### src/hw/rtl/lfb_pkg.sv
// Shared types and constants for the page-organized framebuffer line engine.
// Used by lfb_walk and line_draw_page_framebuffer_top. No dependencies.
package lfb_pkg;

    localparam int DEF_FRAME_WIDTH  = 128;
    localparam int DEF_FRAME_HEIGHT = 64;

    localparam int COORD_W     = 8;
    localparam int IDX_W       = 10;
    localparam int STEP_W      = 10;
    localparam int ERR_W       = 11;
    localparam int WIDE_ADDR_W = 14;
    localparam int WALK_LIMIT  = 512;

    localparam logic [1:0] CMD_LINE = 2'd0;
    localparam logic [1:0] CMD_FILL = 2'd1;
    localparam logic [1:0] CMD_READ = 2'd2;
    localparam logic [1:0] CMD_NONE = 2'd3;

    localparam logic [7:0] FILL_CLEAR = 8'h00;
    localparam logic [7:0] FILL_SET   = 8'hFF;

    typedef struct packed {
        logic init;
        logic step;
    } walk_ctrl_t;

    typedef struct packed {
        logic at_end;
        logic at_limit;
    } walk_status_t;

endpackage

### src/hw/rtl/lfb_walk.sv
// Bresenham error-term stepper: holds the current point, the end point and the
// error term, and advances one step on request. Depends on lfb_pkg.
module lfb_walk (
    input  logic                         clk,
    input  logic                         rst_n,
    input  lfb_pkg::walk_ctrl_t          ctrl,
    input  logic [lfb_pkg::COORD_W-1:0]  x_start,
    input  logic [lfb_pkg::COORD_W-1:0]  y_start,
    input  logic [lfb_pkg::COORD_W-1:0]  x_end,
    input  logic [lfb_pkg::COORD_W-1:0]  y_end,
    output logic [lfb_pkg::COORD_W-1:0]  x_cur,
    output logic [lfb_pkg::COORD_W-1:0]  y_cur,
    output logic [lfb_pkg::COORD_W-1:0]  x_tgt,
    output logic [lfb_pkg::COORD_W-1:0]  y_tgt,
    output lfb_pkg::walk_status_t        status
);

    logic [lfb_pkg::COORD_W-1:0]      x_reg, y_reg, xe_reg, ye_reg;
    logic [lfb_pkg::COORD_W-1:0]      dx_reg, dy_reg;
    logic                             sx_reg, sy_reg;
    logic signed [lfb_pkg::ERR_W-1:0] err_reg;
    logic [lfb_pkg::STEP_W-1:0]       steps_reg;

    logic [lfb_pkg::COORD_W-1:0]      x_next, y_next, xe_next, ye_next;
    logic [lfb_pkg::COORD_W-1:0]      dx_next, dy_next;
    logic                             sx_next, sy_next;
    logic signed [lfb_pkg::ERR_W-1:0] err_next;
    logic [lfb_pkg::STEP_W-1:0]       steps_next;

    logic signed [lfb_pkg::ERR_W:0]   e2;
    logic signed [lfb_pkg::ERR_W:0]   dx_wide, dy_wide;
    logic                             move_x, move_y;

    assign e2      = {err_reg, 1'b0};
    assign dx_wide = $signed({4'b0000, dx_reg});
    assign dy_wide = $signed({4'b0000, dy_reg});
    assign move_x  = e2 > -dy_wide;
    assign move_y  = e2 < dx_wide;

    always_comb
    begin
        x_next     = x_reg;
        y_next     = y_reg;
        xe_next    = xe_reg;
        ye_next    = ye_reg;
        dx_next    = dx_reg;
        dy_next    = dy_reg;
        sx_next    = sx_reg;
        sy_next    = sy_reg;
        err_next   = err_reg;
        steps_next = steps_reg;
        if (ctrl.init)
        begin
            x_next     = x_start;
            y_next     = y_start;
            xe_next    = x_end;
            ye_next    = y_end;
            dx_next    = (x_end > x_start) ? x_end - x_start : x_start - x_end;
            dy_next    = (y_end > y_start) ? y_end - y_start : y_start - y_end;
            sx_next    = x_start < x_end;
            sy_next    = y_start < y_end;
            err_next   = $signed({3'b000, dx_next}) - $signed({3'b000, dy_next});
            steps_next = '0;
        end
        else if (ctrl.step)
        begin
            err_next = err_reg
                     - (move_x ? $signed({3'b000, dy_reg}) : '0)
                     + (move_y ? $signed({3'b000, dx_reg}) : '0);
            if (move_x)
            begin
                x_next = sx_reg ? x_reg + 8'd1 : x_reg - 8'd1;
            end
            if (move_y)
            begin
                y_next = sy_reg ? y_reg + 8'd1 : y_reg - 8'd1;
            end
            steps_next = steps_reg + 1'b1;
        end
    end

    always_ff @(posedge clk or negedge rst_n)
    begin
        if (!rst_n)
        begin
            steps_reg <= '0;
        end
        else
        begin
            steps_reg <= steps_next;
        end
    end

    always_ff @(posedge clk)
    begin
        x_reg   <= x_next;
        y_reg   <= y_next;
        xe_reg  <= xe_next;
        ye_reg  <= ye_next;
        dx_reg  <= dx_next;
        dy_reg  <= dy_next;
        sx_reg  <= sx_next;
        sy_reg  <= sy_next;
        err_reg <= err_next;
    end

    assign x_cur           = x_reg;
    assign y_cur           = y_reg;
    assign x_tgt           = xe_reg;
    assign y_tgt           = ye_reg;
    assign status.at_end   = (x_reg == xe_reg) && (y_reg == ye_reg);
    assign status.at_limit = steps_reg == lfb_pkg::STEP_W'(lfb_pkg::WALK_LIMIT);

endmodule

### config.mk
export PLATFORM = sky130hd
export DESIGN_NAME = lfb_walk
export DESIGN_NICKNAME = d
export VERILOG_FILES = /design/src/hw/rtl/lfb_pkg.sv /design/src/hw/rtl/lfb_walk.sv
export SDC_FILE = /design/constraint.sdc
export NUM_CORES = 1
export LEC_CHECK = 0
export ABC_CLOCK_PERIOD_IN_PS = 7400
export BUFFER_PORTS_ARGS = -buffer_cell sky130_fd_sc_hd__buf_2
export CAP_MARGIN = 20
export CORE_UTILIZATION = 61
export DETAILED_ROUTE_END_ITERATION = 10
export HOLD_SLACK_MARGIN = 0.1
export PLACE_DENSITY = 0.91
export SYNTH_ARGS = -nofsm -noshare
export SYNTH_HDL_FRONTEND = slang
export SYNTH_SLANG_ARGS = --single-unit
### constraint.sdc
create_clock -name clk -period 7.4 [get_ports clk]
set_clock_uncertainty 0.05 [all_clocks]
set_input_delay 1.48 -clock clk [delete_from_list [all_inputs] [get_ports clk]]
set_output_delay 1.48 -clock clk [all_outputs]
set_load 0.05 [all_outputs]
* Yosys cells after proc, flatten, opt, wreduce, memory -nomap -nowiden *
Cells that the tools add are included.

storage, ports and cells
  register bits = 71
  input port bits = 36
  word-level logic and storage cells = 54
  output and inout port bits = 34

operators by class
  magnitude comparators = 6
  reductions and logical operators = 6
  eq/ne operators = 3
  $add $sub $neg = 13
  mux-type cells = 16

operators with widths
  cell                                                                number
  8-bit two-way mux                                                   12
  8-bit subtractor                                                    4
  11-bit two-way mux                                                  2
  10-bit two-way mux                                                  2
  8-bit by 1-bit adder with 8-bit output, second input constant       2
  8-bit == test                                                       2
  8-bit greater-than comparator                                       2
  8-bit < comparator                                                  2
  8-bit by 1-bit subtractor with 8-bit output, second input constant  2
  12-bit greater-than comparator                                      1
  12-bit by 9-bit < comparator with 1-bit output                      1
  8-bit negator with 12-bit output                                    1
  11-bit by 8-bit adder with 11-bit output                            1
  11-bit by 8-bit subtractor with 11-bit output                       1
  10-bit by 1-bit adder with 10-bit output, second input constant     1
  10-bit == test, second input constant                               1
  8-bit by 8-bit subtractor with 9-bit output                         1
  2-bit nonzero test                                                  3
  2-bit AND reduction                                                 2
  1-bit logical AND                                                   1

* Depth between registers and ports, before layout *
Gate-level depths: netlist of run 1.

  word-level depth = 7
  depth in mapped cells = 23
  mapped depth without buffers = 23

* Worst setup path before layout of run 1 *
No wires, ideal clock.

  kind = reg2reg
  from = register dy_reg[3] (netlist bit)
  to = register err_reg[10] (netlist bit), data pin
  buffers on the path = 0
  arrival time = 4785 ps
  stages on the path, launching flop included = 21
  setup slack = 2292 ps
  setup time = 274 ps
  required time = 7076 ps
  period minus slack after synthesis = 5108 ps
  path through = edfxtp_1 -> or3_1 -> nor3_1 -> nand3_1 -> nor2_1 -> ha_1 -> a21o_1 -> a21o_1 -> a2111oi_2 -> nand2_1 -> and3_1 -> fa_1 -> inv_1 -> fa_1 -> a21oi_1 -> o21bai_1 -> a211oi_1 -> o21ai_0 -> a31oi_1 -> xnor2_1 -> o21ai_0

between the ends
  word-level cells in the longest chain between the ends = 7

RTL lines
  item                                               RTL line         source
  start, declared                                    lfb_walk.sv:19   logic [lfb_pkg::COORD_W-1:0] dx_reg, dy_reg;
  start signal, assigned                             lfb_walk.sv:101  dy_reg <= dy_next;
  8-bit negator with 12-bit output                   lfb_walk.sv:37   assign move_x = e2 > -dy_wide;
  12-bit greater-than comparator                     lfb_walk.sv:37
  8-bit two-way mux (*)                              lfb_walk.sv:68   - (move_x ? $signed({3'b000, dy_reg}) : '0)
  11-bit by 8-bit subtractor with 11-bit output (*)  lfb_walk.sv:68
  11-bit by 8-bit adder with 11-bit output (*)       lfb_walk.sv:69   + (move_y ? $signed({3'b000, dx_reg}) : '0);
  11-bit two-way mux (*)                             lfb_walk.sv:65   else if (ctrl.step)
  11-bit two-way mux (*)                             lfb_walk.sv:52   if (ctrl.init)
  via err_next (one bit)                             lfb_walk.sv:27   logic signed [lfb_pkg::ERR_W-1:0] err_next;
  end signal, assigned                               lfb_walk.sv:104  err_reg <= err_next;
  end, declared                                      lfb_walk.sv:21   logic signed [lfb_pkg::ERR_W-1:0] err_reg;

Mark *: on every way through the listed nets, which the timed path passes. The rest lies on a longest branch. The select of a mux whose other input is x is not followed.
A chain may end at the register's enable or synchronous reset.

* Final worst setup path of run 1 *
Ends and elaborated chain as after synthesis.

==> flow_summary_export.csv, run 1 <==
group,metric,value,unit
drt,wl_met1,6190,microns
synthesis,synthDistinctLibCells,61,
setup_path,required,7.43,ns
setup_path,reg2reg_slack,1.66,ns
placed_design,dp_slack,1.67,ns
sta,rsz0062_at_grt,"false",
power,vdd_drop_max,0.214,mV
clock_network,post_cts_resized,0,
global_route,grt_pass1_vias,5216,
global_route,track_usage,28.2,%
drt,vias,5056,
global_route,gr-total-overflow,0,
clock_network,clk_path_buf_depth,2,
sta,setup_viol_count_final,0,
synthesis,syn-mean-instance-area,9.63,sq um
power,p_int,0.00148,W
global_route,grt_max_degree,56,
sta,fin_ws,1.66,ns
sta,slew_headroom,45.8,%
floorplanning,die_w,105,microns
clock_network,cts_root_buffer,"clkbuf_8",
placed_design,io_buffer_count,69,
min_path,hold_path_class,"flip-flop to flip-flop",
drt,dr.pass1.iters,5,
drt,first_iter_violations,263,
power,switching_power,0.00133,W
placed_design,gp_congestion,0.895,
clock_network,path_clk_slew,0.08,ns
floorplanning,start_util,62.9,%
sta,hold_violations,0,
synthesis,synth_commonest_cells,"inv_1, ha_1, edfxtp_1",
synthesis,synthCells,671,
synthesis,synth-edff-count,61,
finish,largest_register_ffs,11,
drt,drc_errors,0,
drt,totalWireLength,14500,microns
setup_path,r2r_cells,21,
finish,drive_above_1_share,15.2,%
synthesis,synth_nets,806,
power,leakagePower,3.38,nW
clock_network,htreeDepth,3,
global_route,antenna_found_initial,0,
floorplanning,io_pins,70,
clock_network,hold_buffers,0,
synthesis,netlist_area,6460,sq um
setup_path,cp.arrival,5.78,ns
power,p_sw_share,47.3,%
sta,finalCritPeriodShare,77.6,%
synthesis,synth_top_area_share,28.4,%
drt,wl_per_cell,16.5,microns
sta,period_minus_slack,5.74,ns
power,powerDensity,397,nW/um^2
sta,max_freq,174,MHz
clock_network,clock-sinks,71,
floorplanning,dieArea,11000,sq um
setup_path,path_class,"flip-flop to flip-flop",
min_path,hold_path_depth,2,
sta,finalSetupTns,0,ns
floorplanning,core_area,10300,sq um
clock_network,clock_latency,0.36,ns
sta,worstMarginPinSlew,0.807,ns
drt,ant_nets,0,
global_route,grt_pass1_wl,24400,microns
synthesis,synth.area.top_cells,"edfxtp_1, ha_1, xnor2_1",
power,power_frac_comb,64.3,%
sta,hold_ws,0.520,ns
synthesis,ys_seq_elements,71,
min_path,min_to,"steps_reg[9]",
sta,slew_viol_final,0,
setup_path,cp-start-kind,"flip-flop",
synthesis,synthArstFlopShare,14.1,%
synthesis,yosysMostFrequentCell,"inv_1",
min_path,hold_path_startpoint,"steps_reg[9]",
floorplanning,std_cell_rows,37,
power,clock_power_share,10.9,%
floorplanning,die_h,105,microns
finish,antenna_cells,0,
finish,nets,873,
setup_path,end_kind,"flip-flop",
setup_path,worstPathMaxFanout,7,
clock_network,cts_setup_buffers,0,
placed_design,place.detailed.hpwl,11700,microns
drt,routed.top_layer,"met4",
finish,area_delta_synth_final,9.78,%
flow_run,maxCapViolations,0,
synthesis,seq_area_frac_synth,32.2,%
synthesis,yosysTopAreaCell,"edfxtp_1",
synthesis,yosys_warnings,0,
clock_network,cts_tree,"built",
drt,wl_met2,7150,microns
drt,vias_per_cell,5.75,
power,power_frac_seq,24.8,%
outcome,status,"completed",
synthesis,ys.flop_type,"edfxtp_1",
setup_path,rr_startpoint,"dy_reg[3]",
setup_path,r2r-end,"err_reg[10]",
finish,utilization,69.0,%
drt,met3WireLength,618,microns
clock_network,numCtsBuffers,9,
==> metrics by stage <==
stage	cell area [sq um]	power [W]	instances
after floorplan	6460	0.00208	671
after global placement	6900	0.00237	863
after detailed placement	6900	0.00249	863
after CTS	7090	0.00281	879
after global routing	7090	0.00305	879
final	7090	0.00281	879
==> critical path, stage by stage, from the launching register on <==
cell	delay [ns]
edfxtp_1	0.43
or3_1	0.43
nor3_1	0.24
nand3_1	0.18
xnor2_1	0.16
ha_1	0.30
nand4_1	0.12
or2_2	0.13
a21oi_1	0.04
a2111oi_2	0.50
nand2_1	0.23
and3_1	0.26
fa_1	0.51
inv_1	0.08
fa_1	0.47
a21oi_1	0.15
o21bai_1	0.12
a211oi_1	0.39
o21ai_0	0.18
a31oi_1	0.22
xnor2_1	0.15
o21ai_0	0.11
==> logic make-up (layout without fill, tap and decap cells) <==
kind of cell / count (synthesis) / after routing / share of synthesized area (%)
buf+inv: 108 / 180 / 6.68
fa+ha+maj: 99 / 99 / 20.9
xor+xnor: 72 / 72 / 9.76
mux: 25 / 25 / 4.14
compound gates: 139 / 139 / 14.1
flops: 71 / 71 / 32.2
simple gates: 157 / 157 / 12.2
==> power groups by stage <==
stage	Combinational, W	Sequential [W]	Clock (W)
after floorplan	0.00126	0.000812	0
after global placement	0.00167	0.000698	0
after CTS	0.00180	0.000697	0.000310
final	0.00181	0.000698	0.000306
after global routing	0.00202	0.000709	0.000323
after detailed placement	0.00178	0.000705	0
==> worst max-delay path by stage <==
stage	startpoint	endpoint	slack (ns)
2_1_floorplan	dy_reg[3]	err_reg[10]	2.29
3_3_place_gp	dy_reg[3]	err_reg[10]	2.00
3_5_place_dp	dy_reg[3]	err_reg[10]	1.67
4_1_cts	dy_reg[3]	err_reg[10]	1.67
5_1_grt	dy_reg[3]	err_reg[10]	1.25
6_report	dy_reg[3]	err_reg[10]	1.66
==> per-layer routing <==
metal	up-vias	GRT usage [%]
li1	2464	-
met1	2418	34.3
met2	135	48.0
met3	39	5.24
met4	0	14.3
met5	-	0
==> placed cells by master, fill, tap and decap left out, types with 2 or more instances in the layout <==
master | netlist | routed
nor3_1 | 9 | 9
o211ai_1 | 2 | 2
a21o_1 | 18 | 18
xnor2_1 | 47 | 47
o21a_1 | 8 | 8
nand2b_1 | 3 | 3
inv_1 | 94 | 94
dfrtp_1 | 10 | 10
o21ai_0 | 41 | 41
a21boi_0 | 3 | 3
nor4_1 | 3 | 3
nor2b_1 | 9 | 9
clkbuf_8 | 0 | 9
or3_1 | 5 | 5
nand2_1 | 43 | 43
o41a_1 | 2 | 2
fa_1 | 15 | 15
a21oi_2 | 2 | 2
nor2_1 | 39 | 39
and3b_1 | 2 | 2
and2_1 | 2 | 2
nand4_1 | 11 | 11
inv_4 | 0 | 4
nand3_1 | 9 | 9
a221o_2 | 2 | 2
edfxtp_1 | 61 | 61
and3_1 | 10 | 10
or2_2 | 4 | 4
mux2_2 | 8 | 8
a211oi_1 | 3 | 3
o21bai_1 | 7 | 7
ha_1 | 84 | 84
a31oi_1 | 6 | 6
mux2i_1 | 14 | 14
buf_2 | 2 | 69
mux2_1 | 2 | 2
xor2_1 | 25 | 25
a21oi_1 | 33 | 33
==> area by class of cell <==
| class | instances | area (sq um) |
|---|---|---|
| Fill cell | 777 | 3190 |
| Clock inverter | 6 | 38.8 |
| Tap cell | 136 | 170 |
| Inverter | 94 | 353 |
| Multi-Input combinational cell | 492 | 3950 |
| Sequential cell | 71 | 2080 |
| Timing Repair Buffer | 70 | 353 |
| Clock buffer | 10 | 149 |
No activity file was read; power rests on OpenSTA's default activity.
==> run 2, diff against run 1 <==
--- a/config.mk
+++ b/config.mk
@@ -5,7 +5,8 @@
 export SDC_FILE = /design/constraint.sdc
 export NUM_CORES = 1
 export LEC_CHECK = 0
-export ABC_CLOCK_PERIOD_IN_PS = 7400
+export ABC_AREA = 1
+export ABC_CLOCK_PERIOD_IN_PS = 5650
 export BUFFER_PORTS_ARGS = -buffer_cell sky130_fd_sc_hd__buf_2
 export CAP_MARGIN = 20
 export CORE_UTILIZATION = 61
==> constraint.sdc (replaced) <==
create_clock -name clk -period 5.65 [get_ports clk]
set_clock_uncertainty 0.05 [all_clocks]
set_input_delay 1.13 -clock clk [delete_from_list [all_inputs] [get_ports clk]]
set_output_delay 1.13 -clock clk [all_outputs]
set_load 0.05 [all_outputs]
==> run 2 against run 1 <==
Against the previous run:
- register-to-register slack worse by 0.51 ns
- final cell count grew 28%
- maximum frequency increased by 28%
- largest power group unchanged
- highest routed layer unchanged
==> flow_summary_export.csv, run 2 <==
group,metric,value,unit
drt,dr.pass1.iters,5,
drt,first_iter_violations,479,
synthesis,synthDistinctLibCells,40,
setup_path,path_class,"flip-flop to flip-flop",
sta,max_freq,222,MHz
floorplanning,die_h,108,microns
synthesis,synth.area.top_cells,"edfxtp_1, ha_1, nand2_1",
setup_path,cp.arrival,4.53,ns
setup_path,required,5.68,ns
clock_network,post_cts_resized,0,
synthesis,syn-mean-instance-area,7.64,sq um
placed_design,placed_cell_area,7410,sq um
setup_path,slowest_delay,0.51,ns
drt,wl_per_cell,14.9,microns
setup_path,r2r_cells,25,
drt,ant_nets,0,
setup_path,worstPathMaxFanout,8,
finish,final_common_cell,"nand2_1",
min_path,hold_path_depth,1,
sta,setup_viol_count_final,0,
clock_network,cts_root_buffer,"clkbuf_16",
finish,final_cells,1123,
synthesis,ys_seq_elements,71,
finish,nets,1113,
placed_design,io_buffer_count,69,
setup_path,cpMostUsedCell,"nand2_1",
clock_network,numCtsBuffers,9,
floorplanning,die_w,108,microns
global_route,gr-total-overflow,0,
clock_network,clock_latency,0.33,ns
placed_design,place_inst,1107,
clock_network,clock-sinks,71,
min_path,hold_path_class,"flip-flop to flip-flop",
clock_network,hold_buffers,0,
drt,drc_errors,0,
flow_run,maxCapViolations,0,
global_route,track_usage,29.9,%
power,vdd_drop_max,0.285,mV
global_route,grt_max_degree,51,
sta,finalSetupTns,0,ns
clock_network,clk_path_buf_depth,2,
clock_network,htreeDepth,3,
floorplanning,core_area,10900,sq um
synthesis,yosys_warnings,0,
global_route,grt_pass1_wl,27400,microns
floorplanning,dieArea,11800,sq um
drt,totalWireLength,16700,microns
synthesis,yosysMostFrequentCell,"nand2_1",
finish,final_cell_mix,"nand2_1, inv_1, ha_1",
sta,period_minus_slack,4.50,ns
synthesis,ys.flop_type,"edfxtp_1",
sta,slew_viol_final,0,
global_route,grt_pass1_vias,5833,
sta,hold_violations,0,
clock_network,path_clk_slew,0.05,ns
synthesis,synth_nets,1041,
sta,fin_ws,1.15,ns
drt,vias,6263,
outcome,status,"completed",
floorplanning,io_pins,70,
finish,fin_area,7680,sq um
synthesis,synthCells,906,
power,leakagePower,4.07,nW
synthesis,synthArstFlopShare,14.1,%
power,powerDensity,489,nW/um^2
setup_path,slowest_stage,"fa_1",
setup_path,end_kind,"flip-flop",
synthesis,synth-edff-count,61,
placed_design,dp_slack,1.18,ns
drt,vias_per_cell,5.58,
sta,finalCritPeriodShare,79.7,%
clock_network,cts_tree,"built",
synthesis,netlist_area,6920,sq um
finish,area_delta_synth_final,11.0,%
sta,hold_ws,0.414,ns
global_route,antenna_found_initial,0,
placed_design,gp_congestion,1.00,
setup_path,cp-start-kind,"flip-flop",
finish,largest_register_ffs,11,
floorplanning,std_cell_rows,38,
sta,worstMarginPinSlew,0.635,ns
synthesis,synth_top_area_share,26.5,%
synthesis,yosysTopAreaCell,"edfxtp_1",
synthesis,synth_commonest_cells,"nand2_1, inv_1, ha_1",
sta,slew_headroom,57.6,%
sta,rsz0062_at_grt,"false",
finish,antenna_cells,0,
clock_network,cts_setup_buffers,0,
synthesis,seq_area_frac_synth,30.1,%
finish,drive_above_1_share,12.9,%
floorplanning,start_util,63.3,%
placed_design,place.detailed.hpwl,13100,microns
setup_path,reg2reg_slack,1.15,ns
[run 2: cell types whose count changed after synthesis, sizes merged, moves of 19 or more]
cell	delta
nand2	+175
inv	+84
nand3	+46
xnor2	-37
a21oi	+19
[run 2: per-stage QoR]
| stage | power, W | utilization (%) |
|---|---|---|
| 5_1_grt | 0.00408 | 70.2 |
| 3_5_place_dp | 0.00312 | 67.7 |
| 6_report | 0.00375 | 70.2 |
| 3_3_place_gp | 0.00305 | 67.7 |
| 2_1_floorplan | 0.00261 | - |
| 4_1_cts | 0.00369 | 70.2 |
[run 2: critical path: cells and delay by family, from the launching register on]
kind                       cells  cell delay (ns)
DFF                            1             0.42
buffers and inverters          4             0.28
and+or+nand+nor               15             1.71
adders and majority gates      4             1.24
AOI/OAI and AO/OA              2             0.55
[run 2: kinds of logic (layout without fill, tap and decap cells)]
family                     after synthesis  count (layout)  share of synthesized area [%]
and+or+nand+nor                        370             370                           23.6
buffers and inverters                  189             266                           10.5
AOI/OAI and AO/OA                      132             132                           10.6
adders and majority gates               99              99                           19.5
DFF                                     71              71                           30.1
xor gates and xnor gates                45              45                           5.70
[run 2: area by class of cell]
cell class                      count  area, sq um
Sequential cell                    71         2080
Clock buffer                       15          268
Multi-Input combinational cell    646         4110
Inverter                          178          673
Tap cell                          140          175
Timing Repair Buffer               72          368
Clock inverter                      1         5.00
Fill cell                         831         3260
[run 2: path summary, 6_finish.rpt]
kind | from | endpoint
worst max-delay path | dy_reg[0] | err_reg[10]
worst min-delay path | steps_reg[8] | steps_reg[8]
worst max register to register | dy_reg[0] | err_reg[10]
worst min register to register | steps_reg[8] | steps_reg[8]
max in group asynchronous | rst_n | steps_reg[1]
min in group asynchronous | rst_n | steps_reg[3]
[run 2: per-layer routing]
layer / up-vias / GRT usage [%] / wire length, microns
met2: 264 / 50.3 / 8020
met3: 25 / 3.68 / 1320
li1: 3082 / - / -
met1: 2892 / 40.9 / 7160
met4: 0 / 7.24 / 223
met5: - / 0 / 0
[run 2: where the power goes]
part	switching, W	leakage [nW]	internal [W]
Combinational	0.00153	3.19	0.000812
Clock	0.000206	0.134	0.000321
Sequential	0.000133	0.747	0.000749
Total	0.00187	4.07	0.00188
